<file path="src/hw/rtl/assert_macros.svh">
// Assertion helpers shared by the RTL files.
// Every macro samples on clk and is disabled while rst is high.
`ifndef ASSERT_MACROS_SVH
`define ASSERT_MACROS_SVH

// Condition that must hold at every clock edge.
`define ASSERT_ALWAYS(label, cond, msg) \
  label: assert property (@(posedge clk) disable iff (rst) (cond)) \
    else $error(msg);

// Same-cycle implication.
`define ASSERT_IMPLIES(label, ante, cons, msg) \
  label: assert property (@(posedge clk) disable iff (rst) (ante) |-> (cons)) \
    else $error(msg);

// Next-cycle implication.
`define ASSERT_NEXT(label, ante, cons, msg) \
  label: assert property (@(posedge clk) disable iff (rst) (ante) |=> (cons)) \
    else $error(msg);

`endif

</file>
<file path="src/hw/rtl/gdfs_pkg.sv">
// ----------------------------------------------------------------------------
// gdfs_pkg
// Types, constants and tables shared by the grid path search block.
// ----------------------------------------------------------------------------
package gdfs_pkg;

  localparam int GRID_WIDTH = 6;
  localparam int TILE_COUNT = 36;
  localparam int TILE_W     = 6;
  localparam int CUR_W      = 3;
  localparam int COL_W      = $clog2(GRID_WIDTH);
  localparam int TILE_SPAN  = 1 << TILE_W;
  localparam int DEPTH_W    = $clog2(TILE_COUNT + 1);
  localparam int ADDR_W     = $clog2(TILE_COUNT);

  localparam logic OP_LOAD   = 1'b0;
  localparam logic OP_SEARCH = 1'b1;

  // Cursor value once all four directions have been tried.
  localparam logic [CUR_W-1:0] NB_DONE = 3'd4;

  localparam int FLAG_UNOCC = 0;
  localparam int FLAG_FLAT  = 1;

  typedef enum logic [1:0] {
    DIR_LEFT  = 2'd0,
    DIR_RIGHT = 2'd1,
    DIR_UP    = 2'd2,
    DIR_DOWN  = 2'd3
  } dir_t;

  typedef enum logic [1:0] {
    OUT_SAME = 2'd0,
    OUT_NONE = 2'd1,
    OUT_PATH = 2'd2
  } out_sel_t;

  typedef struct packed {
    logic              op;
    logic [TILE_W-1:0] tile_index;
    logic              tile_unoccupied;
    logic              tile_flat;
    logic [TILE_W-1:0] start_tile;
    logic [TILE_W-1:0] goal_tile;
  } in_item_t;

  typedef struct packed {
    logic [TILE_W-1:0] path_tile;
    logic              found;
    logic              last;
  } out_item_t;

  // Commands from the controller to the datapath.
  typedef struct packed {
    logic     flag_wr;
    logic     capture;
    logic     init;
    logic     try_nb;
    logic     push;
    logic     pop;
    logic     pop_load;
    logic     store_top;
    logic     emit_next;
    logic     out_load;
    out_sel_t out_sel;
  } dp_cmd_t;

  // Status from the datapath to the controller.
  typedef struct packed {
    logic is_search;
    logic start_eq_goal;
    logic start_oob;
    logic cur_done;
    logic enter;
    logic nb_is_goal;
    logic depth_is_one;
    logic k_is_last;
    logic out_free;
  } dp_status_t;

  // Column of every tile code, worked out at elaboration.
  typedef logic [COL_W-1:0] col_tab_t [TILE_SPAN];

  function automatic col_tab_t build_col_tab();
    col_tab_t tab;
    for (int i = 0; i < TILE_SPAN; i++) begin
      tab[i] = COL_W'(i % GRID_WIDTH);
    end
    return tab;
  endfunction

  localparam col_tab_t COL_TAB = build_col_tab();

endpackage

</file>
<file path="src/hw/rtl/gdfs_ifs.sv">
// ----------------------------------------------------------------------------
// gdfs_in_if / gdfs_out_if
// Valid/ready channels carrying input items and result items.
// ----------------------------------------------------------------------------
interface gdfs_in_if;
  import gdfs_pkg::*;

  logic     valid;
  logic     ready;
  in_item_t data;

  modport source (output valid, output data, input ready);
  modport sink (input valid, input data, output ready);
endinterface

interface gdfs_out_if;
  import gdfs_pkg::*;

  logic      valid;
  logic      ready;
  out_item_t data;

  modport source (output valid, output data, input ready);
  modport sink (input valid, input data, output ready);
endinterface

</file>
<file path="src/hw/rtl/gdfs_datapath.sv">
// ----------------------------------------------------------------------------
// gdfs_datapath
// Tile flag memory, walk stack, visited map, neighbor logic and result register.
// ----------------------------------------------------------------------------
`include "assert_macros.svh"

module gdfs_datapath (
  input  logic                   clk,
  input  logic                   rst,
  input  gdfs_pkg::in_item_t     in_item,
  input  gdfs_pkg::dp_cmd_t      cmd,
  output gdfs_pkg::dp_status_t   st,
  output logic                   out_valid,
  input  logic                   out_ready,
  output gdfs_pkg::out_item_t    out_item
);
  import gdfs_pkg::*;

  typedef struct packed {
    logic [TILE_W-1:0] tile;
    logic [CUR_W-1:0]  cur;
  } stack_entry_t;

  logic [1:0]            flag_mem [TILE_COUNT];
  logic [TILE_COUNT-1:0] flag_vld;
  logic [1:0]            flag_rd;
  logic                  flag_rd_vld;
  logic [1:0]            flags_eff;

  stack_entry_t          stack_mem [TILE_COUNT];
  stack_entry_t          stack_rd;
  logic [ADDR_W-1:0]     stack_rd_addr;
  logic [ADDR_W-1:0]     stack_wr_addr;

  logic [TILE_W-1:0]     start;
  logic [TILE_W-1:0]     goal;
  logic [TILE_W-1:0]     top_tile;
  logic [CUR_W-1:0]      top_cur;
  logic [DEPTH_W-1:0]    depth;
  logic [DEPTH_W-1:0]    k;
  logic [TILE_COUNT-1:0] visited;

  logic [TILE_W-1:0]     nb;
  logic [TILE_W-1:0]     nb_raw;
  logic                  nb_ok;
  logic [TILE_W-1:0]     nb_q;
  logic                  nb_ok_q;
  logic [COL_W-1:0]      col;
  logic [TILE_W:0]       t_ext;
  logic                  load_in_range;

  // Neighbor of the top tile in the direction the cursor points at.
  always_comb begin
    col    = COL_TAB[top_tile];
    t_ext  = {1'b0, top_tile};
    nb_raw = '0;
    nb_ok  = 1'b0;
    case (dir_t'(top_cur[1:0]))
      DIR_LEFT: begin
        nb_ok  = (col != '0);
        nb_raw = top_tile - TILE_W'(1);
      end
      DIR_RIGHT: begin
        nb_ok  = (col != COL_W'(GRID_WIDTH - 1))
                 && ((t_ext + (TILE_W+1)'(1)) < (TILE_W+1)'(TILE_COUNT));
        nb_raw = top_tile + TILE_W'(1);
      end
      DIR_UP: begin
        nb_ok  = (t_ext >= (TILE_W+1)'(GRID_WIDTH));
        nb_raw = top_tile - TILE_W'(GRID_WIDTH);
      end
      DIR_DOWN: begin
        nb_ok  = ((t_ext + (TILE_W+1)'(GRID_WIDTH)) < (TILE_W+1)'(TILE_COUNT));
        nb_raw = top_tile + TILE_W'(GRID_WIDTH);
      end
      default: begin
        nb_ok  = 1'b0;
        nb_raw = '0;
      end
    endcase
    nb = nb_ok ? nb_raw : '0;
  end

  assign load_in_range = (in_item.tile_index < TILE_W'(TILE_COUNT));
  assign flags_eff     = flag_rd_vld ? flag_rd : 2'b00;

  assign stack_rd_addr = cmd.pop ? ADDR_W'(depth - DEPTH_W'(2)) : ADDR_W'(k);
  assign stack_wr_addr = ADDR_W'(depth - DEPTH_W'(1));

  always_comb begin
    st.is_search     = (in_item.op == OP_SEARCH);
    st.start_eq_goal = (in_item.start_tile == in_item.goal_tile);
    st.start_oob     = (in_item.start_tile >= TILE_W'(TILE_COUNT));
    st.cur_done      = (top_cur == NB_DONE);
    st.nb_is_goal    = (nb_q == goal);
    st.enter         = nb_ok_q && !visited[nb_q] && flags_eff[FLAG_FLAT]
                       && ((nb_q == goal) || flags_eff[FLAG_UNOCC])
                       && (depth < DEPTH_W'(TILE_COUNT));
    st.depth_is_one  = (depth == DEPTH_W'(1));
    st.k_is_last     = (k == depth - DEPTH_W'(1));
    st.out_free      = !out_valid || out_ready;
  end

  // Flag memory: one write port for loads, one registered read for the walk.
  always_ff @(posedge clk) begin
    if (cmd.flag_wr && load_in_range) begin
      flag_mem[in_item.tile_index[ADDR_W-1:0]] <= {in_item.tile_flat,
                                                   in_item.tile_unoccupied};
    end
    if (cmd.try_nb) begin
      flag_rd     <= flag_mem[nb[ADDR_W-1:0]];
      flag_rd_vld <= flag_vld[nb[ADDR_W-1:0]];
    end
  end

  // Tiles never loaded read as all-zero flags.
  always_ff @(posedge clk) begin
    if (rst) begin
      flag_vld <= '0;
    end else if (cmd.flag_wr && load_in_range) begin
      flag_vld[in_item.tile_index[ADDR_W-1:0]] <= 1'b1;
    end
  end

  // Walk stack below the top entry; the top lives in top_tile/top_cur.
  always_ff @(posedge clk) begin
    if (cmd.push || cmd.store_top) begin
      stack_mem[stack_wr_addr] <= '{tile: top_tile, cur: top_cur};
    end
    stack_rd <= stack_mem[stack_rd_addr];
  end

  always_ff @(posedge clk) begin
    if (rst) begin
      depth     <= '0;
      visited   <= '0;
      out_valid <= 1'b0;
    end else begin
      if (cmd.init) begin
        depth   <= DEPTH_W'(1);
        visited <= TILE_COUNT'(1) << start;
      end else if (cmd.push) begin
        depth <= depth + DEPTH_W'(1);
        if (!st.nb_is_goal) begin
          visited[nb_q] <= 1'b1;
        end
      end else if (cmd.pop) begin
        depth <= depth - DEPTH_W'(1);
      end
      if (cmd.out_load) begin
        out_valid <= 1'b1;
      end else if (out_ready) begin
        out_valid <= 1'b0;
      end
    end
  end

  always_ff @(posedge clk) begin
    if (cmd.capture) begin
      start <= in_item.start_tile;
      goal  <= in_item.goal_tile;
    end
    if (cmd.init) begin
      top_tile <= start;
      top_cur  <= '0;
    end else if (cmd.try_nb) begin
      top_cur <= top_cur + CUR_W'(1);
    end else if (cmd.push) begin
      top_tile <= nb_q;
      top_cur  <= '0;
    end else if (cmd.pop_load) begin
      top_tile <= stack_rd.tile;
      top_cur  <= stack_rd.cur;
    end
    if (cmd.try_nb) begin
      nb_q    <= nb;
      nb_ok_q <= nb_ok;
    end
    if (cmd.store_top) begin
      k <= '0;
    end else if (cmd.emit_next) begin
      k <= k + DEPTH_W'(1);
    end
    if (cmd.out_load) begin
      case (cmd.out_sel)
        OUT_SAME: out_item <= '{path_tile: start, found: 1'b1, last: 1'b1};
        OUT_NONE: out_item <= '{path_tile: '0, found: 1'b0, last: 1'b1};
        OUT_PATH: out_item <= '{path_tile: stack_rd.tile, found: 1'b1,
                                last: st.k_is_last};
        default:  out_item <= '{path_tile: '0, found: 1'b0, last: 1'b1};
      endcase
    end
  end

  `ASSERT_ALWAYS(a_depth_bound, depth <= DEPTH_W'(TILE_COUNT), "walk stack deeper than tile count")
  `ASSERT_NEXT(a_push_marks, cmd.push && !st.nb_is_goal, visited[top_tile], "pushed tile not marked visited")
  `ASSERT_IMPLIES(a_pop_nonempty, cmd.pop, depth != '0, "pop from an empty walk stack")

endmodule

</file>
<file path="src/hw/rtl/gdfs_ctrl.sv">
// ----------------------------------------------------------------------------
// gdfs_ctrl
// Sequencer for loads, the depth-first walk and the emission of the path.
// ----------------------------------------------------------------------------
`include "assert_macros.svh"

module gdfs_ctrl (
  input  logic                 clk,
  input  logic                 rst,
  input  logic                 in_valid,
  output logic                 in_ready,
  input  gdfs_pkg::dp_status_t st,
  output gdfs_pkg::dp_cmd_t    cmd
);
  import gdfs_pkg::*;

  typedef enum logic [10:0] {
    S_IDLE    = 11'b00000000001,
    S_INIT    = 11'b00000000010,
    S_TRY     = 11'b00000000100,
    S_DECIDE  = 11'b00000001000,
    S_POP     = 11'b00000010000,
    S_POPLD   = 11'b00000100000,
    S_FOUND   = 11'b00001000000,
    S_EMIT_RD = 11'b00010000000,
    S_EMIT_LD = 11'b00100000000,
    S_SAME    = 11'b01000000000,
    S_NONE    = 11'b10000000000
  } state_t;

  state_t state;
  state_t state_next;

  assign in_ready = (state == S_IDLE);

  always_comb begin
    state_next = state;
    cmd        = '0;
    case (state)
      S_IDLE: begin
        if (in_valid) begin
          if (st.is_search) begin
            cmd.capture = 1'b1;
            if (st.start_eq_goal) begin
              state_next = S_SAME;
            end else if (st.start_oob) begin
              state_next = S_NONE;
            end else begin
              state_next = S_INIT;
            end
          end else begin
            cmd.flag_wr = 1'b1;
          end
        end
      end
      S_INIT: begin
        cmd.init   = 1'b1;
        state_next = S_TRY;
      end
      S_TRY: begin
        if (st.cur_done) begin
          state_next = S_POP;
        end else begin
          cmd.try_nb = 1'b1;
          state_next = S_DECIDE;
        end
      end
      S_DECIDE: begin
        if (st.enter) begin
          cmd.push   = 1'b1;
          state_next = st.nb_is_goal ? S_FOUND : S_TRY;
        end else begin
          state_next = S_TRY;
        end
      end
      S_POP: begin
        cmd.pop    = 1'b1;
        state_next = st.depth_is_one ? S_NONE : S_POPLD;
      end
      S_POPLD: begin
        cmd.pop_load = 1'b1;
        state_next   = S_TRY;
      end
      S_FOUND: begin
        cmd.store_top = 1'b1;
        state_next    = S_EMIT_RD;
      end
      S_EMIT_RD: begin
        state_next = S_EMIT_LD;
      end
      S_EMIT_LD: begin
        if (st.out_free) begin
          cmd.out_load  = 1'b1;
          cmd.out_sel   = OUT_PATH;
          cmd.emit_next = 1'b1;
          state_next    = st.k_is_last ? S_IDLE : S_EMIT_RD;
        end
      end
      S_SAME: begin
        if (st.out_free) begin
          cmd.out_load = 1'b1;
          cmd.out_sel  = OUT_SAME;
          state_next   = S_IDLE;
        end
      end
      S_NONE: begin
        if (st.out_free) begin
          cmd.out_load = 1'b1;
          cmd.out_sel  = OUT_NONE;
          state_next   = S_IDLE;
        end
      end
      default: begin
        state_next = S_IDLE;
      end
    endcase
  end

  always_ff @(posedge clk) begin
    if (rst) begin
      state <= S_IDLE;
    end else begin
      state <= state_next;
    end
  end

  `ASSERT_IMPLIES(a_load_when_free, cmd.out_load, st.out_free, "result register overwritten")
  `ASSERT_IMPLIES(a_try_in_range, cmd.try_nb, !st.cur_done, "neighbor tried past the last direction")
  `ASSERT_ALWAYS(a_state_onehot, $onehot(state), "sequencer state is not one-hot")

endmodule

</file>
<file path="src/hw/rtl/grid_dfs_path_finder_top.sv">
// ----------------------------------------------------------------------------
// grid_dfs_path_finder_top
// Depth-first path search on a 6x6 tile grid. Input beats on in_ch either load
// the two flags of one tile (op 0, no result) or start a search (op 1). A
// search walks with an explicit stack, trying left, right, up, down, and sends
// the path from start to goal on out_ch, one beat per tile, with last set on
// the final beat; with no path it sends one beat with found clear. Each
// neighbor tried takes a registered read of the tile flag memory; each pop
// takes a check that the cursor is exhausted, a registered read of the stack
// memory and a reload of the top. One item is worked on at a time; in_ch.ready
// is high while the block is idle, also while the last result beat still
// waits. Reset clears the tile flags (all tiles read as blocked), the stack
// depth and the result valid bit. A stall on out_ch holds the result register
// and the sequencer until the beat is taken.
// ----------------------------------------------------------------------------
module grid_dfs_path_finder_top (
  input  logic         clk,
  input  logic         rst,
  gdfs_in_if.sink      in_ch,
  gdfs_out_if.source   out_ch
);
  import gdfs_pkg::*;

  dp_cmd_t    cmd;
  dp_status_t st;

  // The sequencer decides what happens each cycle; the datapath owns storage.
  gdfs_ctrl u_ctrl (
    .clk      (clk),
    .rst      (rst),
    .in_valid (in_ch.valid),
    .in_ready (in_ch.ready),
    .st       (st),
    .cmd      (cmd)
  );

  gdfs_datapath u_datapath (
    .clk       (clk),
    .rst       (rst),
    .in_item   (in_ch.data),
    .cmd       (cmd),
    .st        (st),
    .out_valid (out_ch.valid),
    .out_ready (out_ch.ready),
    .out_item  (out_ch.data)
  );

endmodule
</file>
<file path="src/flat_wrapper.sv">
// flat-port wrapper written by rule: the top's interface ports become plain ports
module grid_dfs_path_finder_top_flat import gdfs_pkg::*;
  (clk, rst, in_ch_valid, in_ch_data, in_ch_ready, out_ch_valid, out_ch_data, out_ch_ready);
  gdfs_in_if in_ch_i ();
  gdfs_out_if out_ch_i ();
  input  logic clk;
  input  logic rst;
  input wire logic [$bits(in_ch_i.valid)-1:0] in_ch_valid;
  input wire logic [$bits(in_ch_i.data)-1:0] in_ch_data;
  output wire logic [$bits(in_ch_i.ready)-1:0] in_ch_ready;
  output wire logic [$bits(out_ch_i.valid)-1:0] out_ch_valid;
  output wire logic [$bits(out_ch_i.data)-1:0] out_ch_data;
  input wire logic [$bits(out_ch_i.ready)-1:0] out_ch_ready;
  assign in_ch_i.valid = in_ch_valid;
  assign in_ch_i.data = in_ch_data;
  assign in_ch_ready = in_ch_i.ready;
  assign out_ch_valid = out_ch_i.valid;
  assign out_ch_data = out_ch_i.data;
  assign out_ch_i.ready = out_ch_ready;
  grid_dfs_path_finder_top u_core (.clk(clk), .rst(rst), .in_ch(in_ch_i), .out_ch(out_ch_i));
endmodule
</file>
<file path="config.mk">
export PLATFORM = sky130hd
export DESIGN_NAME = grid_dfs_path_finder_top_flat
export DESIGN_NICKNAME = d
export VERILOG_FILES = /design/src/hw/rtl/gdfs_pkg.sv /design/src/hw/rtl/gdfs_ifs.sv /design/src/hw/rtl/gdfs_datapath.sv /design/src/hw/rtl/gdfs_ctrl.sv /design/src/hw/rtl/grid_dfs_path_finder_top.sv /design/src/flat_wrapper.sv
export VERILOG_INCLUDE_DIRS = /design/src /design/src/hw/rtl
export SDC_FILE = /design/constraint.sdc
export NUM_CORES = 1
export LEC_CHECK = 0
export BUFFER_PORTS_ARGS = -buffer_cell sky130_fd_sc_hd__buf_2
export CAP_MARGIN = 20
export CORE_UTILIZATION = 25
export DETAILED_ROUTE_END_ITERATION = 12
export PLACE_DENSITY = 0.39
export SLEW_MARGIN = 25
export SYNTH_ARGS = -nofsm -noshare
export SYNTH_HDL_FRONTEND = slang
export SYNTH_SLANG_ARGS = --single-unit
</file>
<file path="constraint.sdc">
create_clock -name clk -period 5.8 [get_ports clk]
set_input_delay 1.45 -clock clk [delete_from_list [all_inputs] [get_ports clk]]
set_output_delay 1.45 -clock clk [all_outputs]
set_load 0.03 [all_outputs]
</file>
# == After elaboration in Yosys (flattened, before gate mapping) ==
# Memories as Yosys holds them, arrays and structs flattened. A register that Yosys moved wholly into a read port is not among the register bits.
# Cells that the tools add are included.
# classes
addsub,11
order_cmp,12
n_eq_ne,27
n_shift,1
muxes,64
n_bitwise,3
n_reduce_logical,28
# op_table
operator,count
36-bit two-way mux,3
11-bit case mux with 9 select lines,1
11-bit two-way mux,7
36-bit OR,2
6-bit two-way mux,8
"1-bit by 6-bit << shifter with 36-bit output, first input constant",1
6-bit case mux with 4 select lines,1
1-bit two-way mux,22
"6-bit by 7-bit < comparator with 1-bit output, second input constant",3
3-bit two-way mux,7
"6-bit by 1-bit adder with 6-bit output, second input constant",3
6-bit == test,3
8-bit case mux with 2 select lines,1
"7-bit by 6-bit < comparator with 1-bit output, second input constant",2
7-bit two-way mux,2
1-bit binary-select mux with 6-bit select,2
1-bit demux with 6-bit select,2
"6-bit by 1-bit >= comparator with 1-bit output, second input constant",2
"6-bit < comparator, second input constant",2
3-bit nonzero test,4
"6-bit by 1-bit subtractor with 6-bit output, second input constant",2
"11-bit by 1-bit == test with 1-bit output, second input constant",1
"11-bit by 10-bit == test with 1-bit output, second input constant",1
"11-bit == test, second input constant",1
other kinds (39),63
# totals
reg_bits,133
ram_bits,396
mem_bits_ro,192
input_bits,25
output_inout_bits,10
wordCells,166
n_memories,3
# memory_table
memory,depth,word_bits,read_ports,rd_ports_with_merged_regs,wr,line,text
u_core.u_datapath.stack_mem,36,9,1,1,1,gdfs_datapath.sv:30,stack_entry_t stack_mem [TILE_COUNT];
(name not given),64,3,1,0,0,gdfs_datapath.sv:54,col = COL_TAB[top_tile];
u_core.u_datapath.flag_mem,36,2,1,1,1,gdfs_datapath.sv:24,logic [1:0] flag_mem [TILE_COUNT];

# == Depth between registers and ports, before layout ==
# depth
depth_word,12
mapped_depth,14
depth_no_buf,12

# == Cells and area by module ==
# A second synthesis with hierarchy kept.
# unflattened
hier_cells,1740
area_unflattened_um2,23601.4
# by_module_without_submodules
mod,instances,cells_each,area_each_um2,seq_area_each_um2
gdfs_datapath,1,1652,22858.2,14914.3
gdfs_ctrl,1,88,743.2,220.2

# == Worst setup path before layout ==
# Ideal clock, no wire load.
# synth_path
path_kind,register to register
start,register u_core.u_datapath.top_cur[1]
end,register u_core.u_datapath.flag_rd[1] (read register of u_core.u_datapath.flag_mem) (data pin)
setup_time_ps,275
arrival_time_ps,3456
t_required_ps,5525
path_slack_ps,2069
stages_incl_launch_ff,13
n_path_buf,2
synth_period_minus_slack_ps,3731
cell_sequence,dfxtp_1 inv_1 ha_1 inv_1 ha_1 nor2b_1 o31a_1 clkbuf_1 buf_1 nand3_1 a31o_2 a221oi_2 a311oi_2
# synth_via
elab_chain_len,3
elab_cells_between_ends,10
cone_classes,eq/ne: 4; mux: 5; reduce/logical: 1
# synth_lines
item,line,text
from (decl),gdfs_datapath.sv:38,logic [CUR_W-1:0] top_cur;
from (signal assigned),gdfs_datapath.sv:167,top_cur <= top_cur + CUR_W'(1);
from (signal assigned),gdfs_datapath.sv:173,top_cur <= stack_rd.cur;
2-bit == test (tied with other cells),gdfs_datapath.sv:58,case (dir_t'(top_cur[1:0]))
6-bit case mux with 4 select lines (tied with other cells),gdfs_datapath.sv:58,
6-bit two-way mux / 1-bit two-way mux (equally long branches),"gdfs_datapath.sv:81, gdfs_ctrl.sv:39",
to (decl),gdfs_datapath.sv:26,logic [1:0] flag_rd;
# Several ways; a longest one is shown, not always the timed one.
# A chain may end at the register's enable or synchronous reset.

# == Worst setup path in the final report ==
# layout_path
start,register u_core.u_datapath.nb_q[0]
end,memory u_core.u_datapath.stack_mem[8][6] in the netlist's numbering (enable)
# layout_via
elab_chain_len,12
elab_cells_between_ends,14
cone_classes,eq/ne: 1; mux: 6; reduce/logical: 7
# layout_lines
item,line,text
from (decl),gdfs_datapath.sv:46,logic [TILE_W-1:0] nb_q;
from (signal assigned),gdfs_datapath.sv:176,nb_q <= nb;
1-bit binary-select mux with 6-bit select,gdfs_datapath.sv:96,st.enter = nb_ok_q && !visited[nb_q] && flags_eff[FLAG_FLAT]
1-bit two-way mux (implied by the code),gdfs_datapath.sv:96,
1-bit zero test,gdfs_datapath.sv:96,
1-bit logical AND (2 in series),gdfs_datapath.sv:96,
1-bit logical AND (*),gdfs_datapath.sv:97,&& ((nb_q == goal) || flags_eff[FLAG_UNOCC])
1-bit logical AND (*),gdfs_datapath.sv:98,&& (depth < DEPTH_W'(TILE_COUNT));
1-bit two-way mux (*),gdfs_ctrl.sv:69,if (st.enter) begin
1-bit two-way mux (*),gdfs_ctrl.sv:39,case (state)
1-bit logical OR (*),gdfs_datapath.sv:127,if (cmd.push || cmd.store_top) begin
1-bit two-way mux (*),gdfs_datapath.sv:127,
1-bit two-way mux (implied by the code) (*),gdfs_datapath.sv:128,"stack_mem[stack_wr_addr] <= '{tile: top_tile, cur: top_cur};"
to (decl),gdfs_datapath.sv:30,
# Every way passes the cells marked *; elsewhere a longest branch is shown, timed or not. The select of a mux whose other input is x is not followed.

==> results.cfg <==
[drt]
drt-pass1-iter-count = 6
drt_wl_total_um = 74600
vias = 16600
drtIter0Drc = 1328
drc = 0
ant_nets = 0
routed_via_density = 4.87
wl_per_cell_um = 21.8

[global_routing]
antenna_found_initial = 0
grt_max_degree = 97
gr-total-overflow = 0
grt_pass1_vias = 16500
grt_use_total_pct = 15.0
grt_pass1_wl_um = 112000

[synthesis]
synth_edf_count = 432
synth_area_leaders = edfxtp_1 (53%), dfxtp_1 (8.9%), nand2_1 (4.9%)
postSynthCellCount = 2073
async_reset_ff_share_pct = 0
yosys-top-cells-count = edfxtp_1 (432), nand2_1 (319), nor2_1 (190)
synthFlopType = edfxtp_1
ys_seq_area_share_pct = 62.0
yosysWarnings = 0
yosys.area.top_type_share_pct = 53.2
synth_top_cell_by_area = edfxtp_1
synth_nets = 2119
yosysMostFrequentCell = edfxtp_1
syn_area_per_cell_um2 = 11.8
ys_seq_elements = 540
synth_cell_types = 100
synth_area_mm2 = 0.0244

[sta]
min_period_ns = 4.47
report.final.slew_viol_count = 0
whs_ns = 0.469
worst_slew_margin_rel_pct = 25.6
skew_ns = 0.0234
finalSetupTns_ns = 0
max_freq_mhz = 224
tightest_slew_ns = 1.11
rsz0062_at_grt = false
final-hold-violation-count = 0
finalSetupViolations = 0
period_share_pct = 77.0

[placement]
routabilityCongestion = 0.845
place_hpwl_um = 48800
portBuffers = 34

[clock_network]
htreeDepth = 2
cts_sinks = 540
cts_inserted_buffers = 61
clockBufferDepth = 3
clk_pin_slew_ns = 0.06
cts_setup_buffers = 0
insertion_delay_ns = 0.66
cts_tree = done
cts_resized = 0
ctsHoldBuffers = 0
cts_root_buf = clkbuf_16

[hold_path]
hold_path_class = flop to flop
min_path_cells = 2
hold_start = u_core.u_datapath.flag_vld[25]
min_to = u_core.u_datapath.flag_vld[25]

[setup_path]
worstSetupEndpointType = flop
slowest_delay_ns = 0.91
reg2reg_slack_ns = 1.33
rr_endpoint = u_core.u_datapath.stack_mem[8][6]
r2r-start = u_core.u_datapath.nb_q[0]
crit_type = flop to flop
critPathLaunchType = flop
crit_path_max_fanout = 23
arrival_ns = 4.73
required_ns = 6.07
worstRegToRegCells = 8
crit_slowest_cell = nor2_1
path_cells = mux4_1, or2_1, o2111ai_1, o31a_2, o2111ai_4, nand2_1, nand4_1, nor2_1

[floorplan]
num_rows = 114
die_w_um = 314
start_util_pct = 25.2
io-pin-count = 35
die_area_mm2 = 0.0988
core_area_mm2 = 0.0967
die_h_um = 314

[power]
p_leak_nw = 9.27
p_comb_share_pct = 16.6
seq_power_share_pct = 44.3
p_per_area_mw_per_mm2 = 356
p_sw_mw = 2.86
ir_worst_vdd_v = 0.000244
p_int_mw = 7.05
switching_share_pct = 28.9
clkPwrFrac_pct = 39.0

[flow_run]
drv_cap = 0

[layout]
multi_input_area_mm2 = 0.00854
n_fill_cell = 10000
final_nets = 2135
drive_gt1_share_pct = 11.4
syn2layout_area_growth_pct = 14.3
num_antenna_cells = 0
seq_area_mm2 = 0.0151

[run_status]
status = complete, no violations
-- sequential cells by signal, indices dropped and copies added (netlist names) --
signal and cells:
u_core.u_datapath.depth 6, u_core.u_datapath.flag_vld 36, u_core.u_datapath.stack_mem 324, u_core.u_datapath.goal 6
u_core.u_datapath.flag_rd_vld 1, u_core.u_datapath.out_valid 1, u_core.u_datapath.start 6, u_core.u_datapath.k 6
u_core.u_datapath.out_item 8, u_core.u_datapath.nb_ok_q 1, u_core.u_datapath.nb_q 6, u_core.u_datapath.top_cur 3
u_core.u_ctrl.state 11, u_core.u_datapath.flag_rd 2, u_core.u_datapath.visited 36, u_core.u_datapath.flag_mem 72
u_core.u_datapath.stack_rd 9, u_core.u_datapath.top_tile 6
-- through the flow --
stage | setup slack [ns] | total power [mW] | std cells | cell area [µm²] | util [%]
global placement | 1.42 | 6.17 | 3302 | 25800 | 26.7
finish | 1.33 | 9.92 | 3418 | 27900 | 28.8
global route | 0.986 | 10.3 | 3418 | 27900 | 28.8
detailed placement | 1.31 | 6.15 | 3302 | 25900 | 26.7
CTS | 1.29 | 10.1 | 3418 | 27900 | 28.8
floorplan | 2.07 | 5.51 | 2073 | 24400 | -
-- power groups by stage --
stage / Combinational, mW / Sequential, mW / Clock, mW
floorplan: 0.998 / 4.51 / 0
global placement: 1.69 / 4.48 / 0
detailed placement: 1.67 / 4.48 / 0
CTS: 1.68 / 4.40 / 3.97
global route: 1.80 / 4.40 / 4.11
finish: 1.65 / 4.40 / 3.87
-- logic make-up after synthesis --
| kind of cell | count (synthesis) | share of synthesized area, % |
|---|---|---|
| buffers and inverters | 147 | 3.24 |
| AOI/OAI and AO/OA | 403 | 11.5 |
| and+or+nand+nor | 829 | 16.6 |
| adders and majority gates | 21 | 1.11 |
| muxes | 90 | 3.99 |
| xor gates and xnor gates | 43 | 1.54 |
| DFF | 540 | 62.0 |
-- layout by cell type, fill, tap and decap left out, types with 45 or more instances in the layout --
cell type  synthesis  routed
mux2i_1           75      75
dfxtp_1          108     105
and2_1            45      45
nand3_1           71      71
edfxtp_1         432     432
nor2_1           190     190
a31oi_1           46      46
nand2_1          319     319
a211oi_1          56      56
a21oi_1          113     111
clkbuf_16          0      64
-- how the worst max path moves through the flow --
stage	start	end	slack, ns	cells after the start
floorplan	u_core.u_datapath.top_cur[1]	u_core.u_datapath.flag_rd[1]	2.07	12
global placement	u_core.u_datapath.nb_q[0]	u_core.u_datapath.stack_mem[9][4]	1.42	8
detailed placement	u_core.u_datapath.nb_q[0]	u_core.u_datapath.stack_mem[8][6]	1.31	8
CTS	u_core.u_datapath.nb_q[0]	u_core.u_datapath.stack_mem[8][6]	1.29	8
global route	u_core.u_datapath.nb_q[0]	u_core.u_datapath.stack_mem[8][4]	0.99	8
finish	u_core.u_datapath.nb_q[0]	u_core.u_datapath.stack_mem[8][6]	1.33	8
-- metal layers --
| layer | part of all wire, % | track usage [%] |
|---|---|---|
| met3 | 4.0 | 2.04 |
| met4 | 1.8 | 3.50 |
| met5 | 0 | 0 |
| met2 | 46 | 24.0 |
| met1 | 48 | 21.3 |
-- critical path, delay by kind of cell, from the launching register on --
family             cells  cell delay [ns]
and+or+nand+nor        4             2.05
muxes                  1             0.65
DFF                    1             0.86
AOI/OAI and AO/OA      3             0.51
-- area by class of cell --
cell class | count | share of cell area, %
Multi-Input combinational cell | 1386 | 30.7
Clock buffer | 86 | 6.22
Tap cell | 1276 | 5.73
Inverter | 28 | 0.377
Sequential cell | 540 | 54.3
Timing Repair Buffer | 72 | 1.72
Clock inverter | 30 | 0.996
Note: power is estimated with default switching activity, not from simulation.
